<file path="src/assert_macros.svh">
// Assertion macros used by the late-acceptance filter controller.
// Define ASSERT_OFF to compile every assertion out.
`ifndef ASSERT_MACROS_SVH
`define ASSERT_MACROS_SVH
`ifndef ASSERT_OFF
// Check an implication property on the rising clock edge, outside reset.
`define ASSERT_CLK(lbl, clk, rst_n, prop, msg) \
	lbl: assert property (@(posedge clk) disable iff (!rst_n) prop) else $error(msg);
// Check that a condition never holds on the rising clock edge, outside reset.
`define ASSERT_NEVER(lbl, clk, rst_n, cond, msg) \
	lbl: assert property (@(posedge clk) disable iff (!rst_n) !(cond)) else $error(msg);
`else
`define ASSERT_CLK(lbl, clk, rst_n, prop, msg)
`define ASSERT_NEVER(lbl, clk, rst_n, cond, msg)
`endif
`endif

</file>
<file path="src/lafu_pkg.sv">
// Package of the late-acceptance filter: widths, register indexes,
// controller states and the controller-to-datapath command struct. No dependencies.
package lafu_pkg;

	localparam int MAX_HISTORY_DEF = 256;
	localparam int COST_W          = 32;
	localparam int ITER_W          = 32;
	localparam int HLEN_W          = 9;
	localparam int CFG_IDX_W       = 2;
	localparam int DIV_STEPS       = ITER_W;
	localparam int STEP_CNT_W      = $clog2(DIV_STEPS);

	// Configuration register indexes
	localparam logic [CFG_IDX_W-1:0] CFG_MAXIMIZE     = 2'd0;
	localparam logic [CFG_IDX_W-1:0] CFG_HISTORY_LEN  = 2'd1;
	localparam logic [CFG_IDX_W-1:0] CFG_INITIAL_COST = 2'd2;

	localparam logic [HLEN_W-1:0] HLEN_RESET = 9'd256;

	typedef enum logic [1:0] {
		ST_IDLE,
		ST_DIVIDE,
		ST_READ,
		ST_DECIDE
	} lafu_state_t;

	typedef struct packed {
		logic load;      // capture request payload, start modulo
		logic div_step;  // one restoring-division step
		logic rd_en;     // read history slot
		logic commit;    // decide, update state, load result register
	} lafu_cmd_t;

endpackage

</file>
<file path="src/lafu_ctrl.sv">
// Controller of the late-acceptance filter: sequences capture, modulo,
// history read and decision; owns the result valid flag. Uses lafu_pkg.
`include "assert_macros.svh"
module lafu_ctrl import lafu_pkg::*; (
	input  logic      clk,
	input  logic      arst_n,
	input  logic      in_valid,
	output logic      in_ready,
	output logic      out_valid,
	input  logic      out_ready,
	output lafu_cmd_t cmd
);

	lafu_state_t             state_q, state_d;
	logic [STEP_CNT_W-1:0]   step_q;
	logic                    out_valid_q;

	// State register, step counter, result valid
	always_ff @(posedge clk or negedge arst_n) begin
		if (!arst_n) begin
			state_q     <= ST_IDLE;
			step_q      <= '0;
			out_valid_q <= 1'b0;
		end else begin
			state_q     <= state_d;
			step_q      <= cmd.div_step ? step_q + 1'b1 : '0;
			out_valid_q <= cmd.commit | (out_valid_q & ~out_ready);
		end
	end

	// Next state and commands
	always_comb begin
		state_d  = state_q;
		cmd      = '0;
		in_ready = 1'b0;
		unique case (state_q)
			ST_IDLE: begin
				in_ready = 1'b1;
				if (in_valid) begin
					cmd.load = 1'b1;
					state_d  = ST_DIVIDE;
				end
			end
			ST_DIVIDE: begin
				cmd.div_step = 1'b1;
				if (step_q == STEP_CNT_W'(DIV_STEPS - 1)) begin
					state_d = ST_READ;
				end
			end
			ST_READ: begin
				cmd.rd_en = 1'b1;
				state_d   = ST_DECIDE;
			end
			ST_DECIDE: begin
				// hold the decision until the result register is free
				if (!out_valid_q || out_ready) begin
					cmd.commit = 1'b1;
					state_d    = ST_IDLE;
				end
			end
			default: state_d = ST_IDLE;
		endcase
	end

	assign out_valid = out_valid_q;

	`ASSERT_NEVER(a_no_overwrite, clk, arst_n, cmd.commit && out_valid_q && !out_ready, "result overwritten before taken")
	`ASSERT_CLK(a_accept_starts_div, clk, arst_n, (in_valid && in_ready) |=> (state_q == ST_DIVIDE && step_q == '0), "accepted request did not start modulo")
	`ASSERT_CLK(a_div_len, clk, arst_n, (state_q == ST_DIVIDE && step_q == STEP_CNT_W'(DIV_STEPS - 1)) |=> (state_q == ST_READ), "modulo did not end after its last step")
	`ASSERT_NEVER(a_one_cmd, clk, arst_n, !$onehot0({cmd.load, cmd.div_step, cmd.rd_en, cmd.commit}), "more than one command at once")

endmodule

</file>
<file path="config.mk">
export PLATFORM = sky130hd
export DESIGN_NAME = lafu_ctrl
export DESIGN_NICKNAME = d
export VERILOG_FILES = /design/src/lafu_pkg.sv /design/src/lafu_ctrl.sv
export VERILOG_INCLUDE_DIRS = /design/src /design/src/src
export SDC_FILE = /design/constraint.sdc
export NUM_CORES = 1
export LEC_CHECK = 0
export ABC_AREA = 1
export CAP_MARGIN = 20
export CORE_AREA = 2 2 39 41
export CTS_BUF_LIST = sky130_fd_sc_hd__clkbuf_4
export CTS_CLUSTER_SIZE = 16
export DETAILED_ROUTE_END_ITERATION = 16
export DIE_AREA = 0 0 41 43
export DONT_BUFFER_PORTS = 1
export GPL_TIMING_DRIVEN = 0
export PLACE_DENSITY = 0.44
export REMOVE_ABC_BUFFERS = 1
export SLEW_MARGIN = 20
export SYNTH_ARGS = -nofsm -noshare
export SYNTH_HDL_FRONTEND = slang
export SYNTH_SLANG_ARGS = --single-unit
</file>
<file path="constraint.sdc">
create_clock -name clk -period 2.8 [get_ports clk]
set_input_delay 0.56 -clock clk [delete_from_list [all_inputs] [get_ports clk]]
set_output_delay 0.56 -clock clk [all_outputs]
set_load 0.005 [all_outputs]
</file>
* Word level (Yosys, flattened, before mapping)
Cells that the tools add are included.
** Operators by class
- Add/sub/neg operators :: 1
- Eq/ne operators :: 7
- Mux-type cells :: 12
- Bitwise logic cells :: 3
- Reductions and logical operators :: 4
** Operators with widths (number)
- $pmux W2 S4 :: 1
- $mux W1 :: 7
- $mux W2 :: 3
- $ne A2 B2 Y1 const B :: 3
- $add A5 B1 Y5 const B :: 1
- $eq A5 B5 Y1 const B :: 1
- $mux W5 :: 1
- $eq A2 B2 Y1 const B :: 2
- $reduce_and A3 Y1 :: 1
- $eq A2 B1 Y1 const B :: 1
- $logic_not A2 Y1 :: 1
- $and A1 B1 Y1 :: 1
- $logic_not A1 Y1 :: 1
- $logic_or A1 B1 Y1 :: 1
- $not A1 Y1 :: 1
- $or A1 B1 Y1 :: 1
** Word-level totals
- Register bits after elaboration :: 8
- Bits of input ports :: 4
- Output and inout bits :: 6

* Depth between registers and ports, before layout
Gate-level depths: netlist (run 1).
- Word-level depth :: 5
- Mapped depth :: 9

* Worst setup path before layout (run 1)
OpenSTA, ideal clock, no wires.
- Path type :: register -> output
- Start point :: reg state_q[0]
- End point :: out cmd[3] in the netlist's numbering
- Data arrival time :: 789 ps
- Data required time :: 2240 ps
- Setup slack :: 1451 ps
- Cell stages (with the launch flop) :: 5
- Cell sequence :: dfrtp_1 > inv_1 > ha_1 > nand2_1 > inv_1
** RTL lines
- start, declared :: line lafu_ctrl.sv:14 : lafu_state_t state_q, state_d;
- start signal, assigned :: line lafu_ctrl.sv:25 : state_q <= state_d;
- end, declared :: line lafu_ctrl.sv:11 : output lafu_cmd_t cmd

==> qor.csv, run 1 <==
metric;value;unit
hold_ws;0.454;ns
startpoint;state_q[1];
status;finished, final reports clean;
slew_headroom;0.754;
synth.distinct_cells;11;
detail-route-antenna-nets;0;
cp.arrival;1.13;ns
tightest_slew;0.368;ns
synth_edf_count;0;
vdd_drop_max;0.320;mV
core;1380;um^2
first_pass_iters;4;
syn-instance-count;55;
drv_cap;0;
clk_path_buf_depth;2;
yosysMostFrequentCell;nand2_1;
setup_viol;0;
grt_pass1_wl;1150;um
yosysSeqAreaShare;0.437;
drt-total-wl;692;um
hp-start;step_q[0];
synth_top_area_frac;0.437;
period_minus_slack;1.69;ns
yosys_warnings;0;
post-cts-setup-buffers;0;
drt-initial-drc-count;5;
yosys-top-cells-area;dfrtp_1 44%, ha_1 19%, nand2_1 11%, inv_1 11%, nor2_1 3.3%;
cts-root-buf;clkbuf_4;
cp-start-kind;register;
crit_chain;inv_1 > ha_1;
p_leak;0.308;nW
power.share.clock;0.188;
p_sw;0.178;mW
slew_violations;0;
fp.dieH;43;um
drc;0;
max_clock_freq;0.593;GHz
clk_latency;0.25;ns
wl_met2;297;um
initial_utilization;0.331;
seq_power_share;0.400;
hpwl;559;um
synth_ff_type;dfrtp_1;
area_delta_synth_final;11.5;%
critical_path_class;register to primary output;
internal-power;0.268;mW
fin_crit_sh;0.602;
portBuffers;0;
slowest_stage;dfrtp_1;
via_count;334;
cts.clk_slew.worst_paths;0.05;ns
synthArstFlopShare;1.00;
worst-path-buf-inv;1;
met3WireLength;59;um
drive_gt1_frac;0.0847;
nets;72;
worstReg2RegStart;step_q[0];
synth_seq_cells;8;
cts_tree;yes;
hold_path_class;register to register;
cts_resized;0;
synth_common_cells;14 x nand2_1, 13 x inv_1, 8 x dfrtp_1, 7 x ha_1, 4 x nor2_1;
switching_share;0.399;
viasPerCell;4.45;
io_pins;10;
row_count;14;
p_per_area;873;nW/um^2
die_w;41;um
cts_inserted_buffers;3;
critPathMaxFanout;7;
antenna_found_initial;0;
antennaDiodeCount;0;
place.gp.congestion;0.743;
top_layer;met3;
wl_per_cell;9.23;um
die-area;1760;um^2
rsz0062_at_grt;no;
grt_pass1_vias;294;
fin_skew;0.00463;ns
finalSetupTns;0;ns
endpoint_kind;primary output;
avgSynthCellArea;8.33;um^2
htree_num_levels;1;
overflow;0;
p_comb_frac;0.413;
yosys.area.top_type;dfrtp_1;
fillers;156;
cpPeakStageDelay;0.41;ns
grt_usage;0.101;
drt-met1-wl;335;um
critical_path_required;2.24;ns
grt_max_degree;9;
syn_area;458;um^2
cpLargestDelayFamily;flip-flops;
finalHoldViolations;0;
clock_sinks;8;
==> cell usage in the layout, fill, tap and decap left out, drive strengths merged <==
master,count
nand4,2
dfrtp,8
a21oi,2
dlygate4sd3,1
ha,7
nand2,15
inv,13
clkbuf,3
o21ai,1
nand3,3
nor2,4
==> metrics by stage <==
step | utilization | setup WS [ns] | area, um^2 | power, mW | instances
finish | 0.369 | 1.11 | 510 | 0.446 | 75
global route | 0.369 | 0.981 | 510 | 0.501 | 75
CTS | 0.369 | 1.09 | 510 | 0.457 | 75
detailed placement | 0.345 | 1.37 | 478 | 0.367 | 71
global placement | 0.345 | 1.38 | 478 | 0.366 | 71
floorplan | - | 1.45 | 458 | 0.326 | 55
==> path summary, 6_finish.rpt <==
path,end,slack (ns),cells after the start
worst min-delay path,step_q[0],0.45,1
max in group asynchronous,step_q[4],1.87,1
worst max-delay path,cmd[2],1.11,2
worst min register to register,step_q[0],0.45,1
worst max register to register,state_q[0],1.50,9
min in group asynchronous,step_q[3],0.66,1
==> power groups by stage <==
stage / Sequential, mW / Combinational, mW / Clock [mW]
2_1_floorplan: 0.174 / 0.152 / 0
3_3_place_gp: 0.180 / 0.186 / 0
3_5_place_dp: 0.181 / 0.187 / 0
4_1_cts: 0.178 / 0.190 / 0.0884
5_1_grt: 0.183 / 0.224 / 0.0942
6_report: 0.178 / 0.184 / 0.0836
==> what timing repair did <==
item                                    CTS  global route
endpoints found under the setup margin    0             0
hold buffers                              1             0
endpoints found under the hold margin     8             0
==> sequential cells by signal, indices dropped and copies added, names as in the netlist <==
name	cells
state_q	2
out_valid	1
step_q	5
==> cell type report <==
type | count | area, um^2 | share of cell area
inverters | 13 | 48.8 | 0.0956
multi-input cells | 34 | 209 | 0.409
well taps | 16 | 20.0 | 0.0392
clock buffers | 3 | 22.5 | 0.0441
repair buffers | 1 | 10.0 | 0.0196
flip-flops and latches | 8 | 200 | 0.392
==> cells by family after synthesis <==
logic type | count (synthesis) | share of synthesized area
fa+ha+maj | 7 | 0.191
compound gates | 3 | 0.0328
flops | 8 | 0.437
simple gates | 24 | 0.232
buf+inv | 13 | 0.107
==> metal layers <==
metal | GRT usage | up-vias
li1 | - | 174
met4 | 0.0200 | 0
met2 | 0.138 | 11
met3 | 0.0785 | 0
met5 | 0 | -
met1 | 0.125 | 149
Note: power is estimated with default switching activity, not from simulation.
==> run 2: changes to the inputs <==
--- a/config.mk
+++ b/config.mk
@@ -6,7 +6,7 @@
 export SDC_FILE = /design/constraint.sdc
 export NUM_CORES = 1
 export LEC_CHECK = 0
-export ABC_AREA = 1
+export ABC_AREA = 0
 export CAP_MARGIN = 20
 export CORE_AREA = 2 2 39 41
 export CTS_BUF_LIST = sky130_fd_sc_hd__clkbuf_4
==> constraint.sdc (replaced) <==
create_clock -name clk -period 1.8 [get_ports clk]
set_input_delay 0.36 -clock clk [delete_from_list [all_inputs] [get_ports clk]]
set_output_delay 0.36 -clock clk [all_outputs]
set_load 0.005 [all_outputs]
==> run 2 against run 1 <==
Against the previous run: clock-buffer cell count stayed put; power is 67% higher; clock power rose by 57%; first-iteration DRC count down 100%; flip-flop and latch count is the same; sequential power rose by 56%; synthesized cell count decreased by 33%; sequential share of layout area is the same; cell count fell by 24%; non-clock buffer count is the same; die area is the same.
==> qor.csv, run 2 <==
metric;value;unit;change
portBuffers;0;;unchanged
initial_utilization;0.331;;unchanged
clock_sinks;8;;unchanged
critical_path_required;1.93;ns;was 2.24 ns
vdd_drop_max;0.554;mV;was 0.320 mV
drv_cap;0;;unchanged
via_count;250;;was 334
cts_tree;yes;;unchanged
max_clock_freq;0.594;GHz;
stdcell_count;57;;was 75
largest_reg_flops;5;;unchanged
detail-route-antenna-nets;0;;unchanged
worst_slack;0.117;ns;was 1.11 ns
yosys.area.top_type;dfrtp_1;;unchanged
drc;0;;unchanged
yosys_warnings;0;;unchanged
viasPerCell;4.39;;was 4.45
syn_area;458;um^2;unchanged
clk_path_buf_depth;2;;unchanged
cpPeakStageDelay;0.40;ns;was 0.41 ns
post-cts-setup-buffers;0;;unchanged
place.gp.congestion;0.688;;was 0.743
overflow;0;;unchanged
die_w;41;um;unchanged
critPathMaxFanout;3;;was 7
yosysMostFrequentCell;dfrtp_1;;was nand2_1
row_count;14;;unchanged
status;finished, final reports clean;;unchanged
synth_ff_type;dfrtp_1;;unchanged
wl_per_cell;11.1;um;was 9.23 um
synth_edf_count;0;;unchanged
period_minus_slack;1.68;ns;
io_pins;10;;unchanged
hpwl;534;um;was 559 um
cp.arrival;1.81;ns;was 1.13 ns
p_per_area;1460;nW/um^2;was 873 nW/um^2
critical_path_class;register to register;;was register to primary output
rsz0062_at_grt;no;;unchanged
regMostFlops;step_q;;unchanged
antennaDiodeCount;0;;unchanged
place_inst;53;;was 71
crit_top_cell;ha_1;;
synth.distinct_cells;18;;was 11
fin_skew;0.000805;ns;was 0.00463 ns
setup_viol;0;;unchanged
slew_headroom;0.765;;was 0.754
avgSynthCellArea;12.4;um^2;was 8.33 um^2
syn-instance-count;37;;was 55
grt_pass1_vias;300;;was 294
hold_path_class;primary input to register;;was register to register
fin_crit_sh;0.935;;
cp-start-kind;register;;unchanged
core;1380;um^2;unchanged
synth_top_area_frac;0.437;;unchanged
cts-root-buf;clkbuf_4;;unchanged
place_ws;0.116;ns;was 1.37 ns
grt_usage;0.104;;was 0.101
clk_latency;0.25;ns;about the same
fillers;135;;was 156
cts_inserted_buffers;3;;unchanged
p_leak;0.270;nW;was 0.308 nW
yosysSeqAreaShare;0.437;;unchanged
crit_chain;ha_1 > and3_1 > ha_1 > nand2b_2 > o221ai_4 > mux2_4;;was inv_1 > ha_1
tightest_slew;0.351;ns;was 0.368 ns
multi_input_area;243;um^2;was 209 um^2
endpoint_kind;register;;was primary output
area_delta_synth_final;11.5;%;unchanged
layout_common_cells;8 x dfrtp_1, 7 x ha_1, 5 x and2_1;;was 14 x nand2_1, 13 x inv_1, 8 x dfrtp_1
drive_gt1_frac;0.195;;was 0.0847
slowest_stage;dfrtp_1;;unchanged
finalHoldViolations;0;;unchanged
grt_pass1_wl;1140;um;was 1150 um
finalSetupTns;0;ns;unchanged
synthArstFlopShare;1.00;;unchanged
yosys-top-cells-area;dfrtp_1 44%, ha_1 19%, and2_1 6.8%, o221ai_4 5.7%, mux2_4 3.3%;;was dfrtp_1 44%, ha_1 19%, nand2_1 11%, inv_1 11%, nor2_1 3.3%
first_pass_iters;1;;was 4
drt-initial-drc-count;0;;was 5
fin_area;510;um^2;unchanged
synth_seq_cells;8;;unchanged
register_area;200;um^2;unchanged
cts.clk_slew.worst_paths;0.05;ns;about the same
antenna_found_initial;0;;unchanged
die-area;1760;um^2;unchanged
synth_common_cells;8 x dfrtp_1, 7 x ha_1, 5 x and2_1, 3 x inv_1;;was 14 x nand2_1, 13 x inv_1, 8 x dfrtp_1, 7 x ha_1, 4 x nor2_1
drt-total-wl;632;um;was 692 um
cts_resized;0;;unchanged
grt_max_degree;9;;unchanged
mostFrequentLayoutCell;dfrtp_1;;was nand2_1
postLayoutCoreUtil;0.369;;unchanged
fp.dieH;43;um;unchanged
nets;54;;was 72
slew_violations;0;;unchanged
htree_num_levels;1;;unchanged
placed_cell_area;478;um^2;unchanged
run 2: changes by cell type in the layout (fill, tap and decap cells not counted), sizes merged, moves of 2 or more:
| cell | before | now |
|---|---|---|
| a21oi | 2 | 0 |
| and2 | 0 | 6 |
| inv | 13 | 3 |
| nand2 | 15 | 1 |
| nand2b | 0 | 2 |
| nand3 | 3 | 1 |
| nand4 | 2 | 0 |
| nor2 | 4 | 1 |
run 2: path summary, 6_finish.rpt:
path / from / to / slack [ns] / depth (start not counted)
setup reg to reg: step_q[0] / state_q[1] / 0.12 / 6
setup / recovery: step_q[0] / state_q[1] / 0.12 / 6
min in group asynchronous: arst_n / out_valid / 0.45 / 1
max in group asynchronous: arst_n / state_q[1] / 1.09 / 1
hold / removal: out_ready / out_valid / 0.33 / 2
hold reg to reg: step_q[0] / step_q[0] / 0.47 / 1
run 2: final cells by class:
cell class                      instances  share of cell area
Timing Repair Buffer                    1              0.0196
Tap cell                               16              0.0392
Multi-Input combinational cell         25               0.475
Clock buffer                            3              0.0441
Inverter                                4              0.0294
Sequential cell                         8               0.392
run 2: repair_timing:
| action | in CTS | in global routing |
|---|---|---|
| endpoints found under the setup margin | 0 | 0 |
| endpoints found under the hold margin | 8 | 0 |
| hold buffers | 1 | 0 |
run 2: cells by family (layout without fill, tap and decap cells):
| logic type | count (synthesis) | in the layout | synth area share |
|---|---|---|---|
| xor+xnor | 2 | 2 | 0.0383 |
| flops | 8 | 8 | 0.437 |
| fa+ha+maj | 7 | 7 | 0.191 |
| compound gates | 1 | 1 | 0.0574 |
| buf+inv | 4 | 8 | 0.0328 |
| mux | 2 | 2 | 0.0546 |
| simple gates | 13 | 13 | 0.189 |
run 2: layer usage:
metal	vias to the layer above	GRT usage	part of all wire
met5	-	0	0
met4	0	0.0600	0
met3	0	0.0628	0.097
met2	10	0.153	0.50
met1	114	0.107	0.41
li1	126	-	-
run 2: metrics by stage:
stage	power, mW	hold slack, ns
6_report	0.746	0.326
5_1_grt	0.829	0.326
4_1_cts	0.774	0.317
3_5_place_dp	0.628	0.0647
3_3_place_gp	0.602	0.0646
2_1_floorplan	0.557	0.0644
run 2: worst max-delay path, delay by kind of cell, from the launching register on:
| kind | cells | cell delay, ns |
|---|---|---|
| DFF | 1 | 0.40 |
| adders and majority gates | 2 | 0.39 |
| and+or+nand+nor | 2 | 0.37 |
| muxes | 1 | 0.32 |
| AOI/OAI and AO/OA | 1 | 0.08 |
run 2: power breakdown:
| group | internal, mW | total, mW | switching, mW | leakage, nW |
|---|---|---|---|---|
| logic | 0.166 | 0.337 | 0.171 | 0.151 |
| clock network | 0.0759 | 0.131 | 0.0554 | 0.0138 |
| registers | 0.232 | 0.278 | 0.0456 | 0.105 |
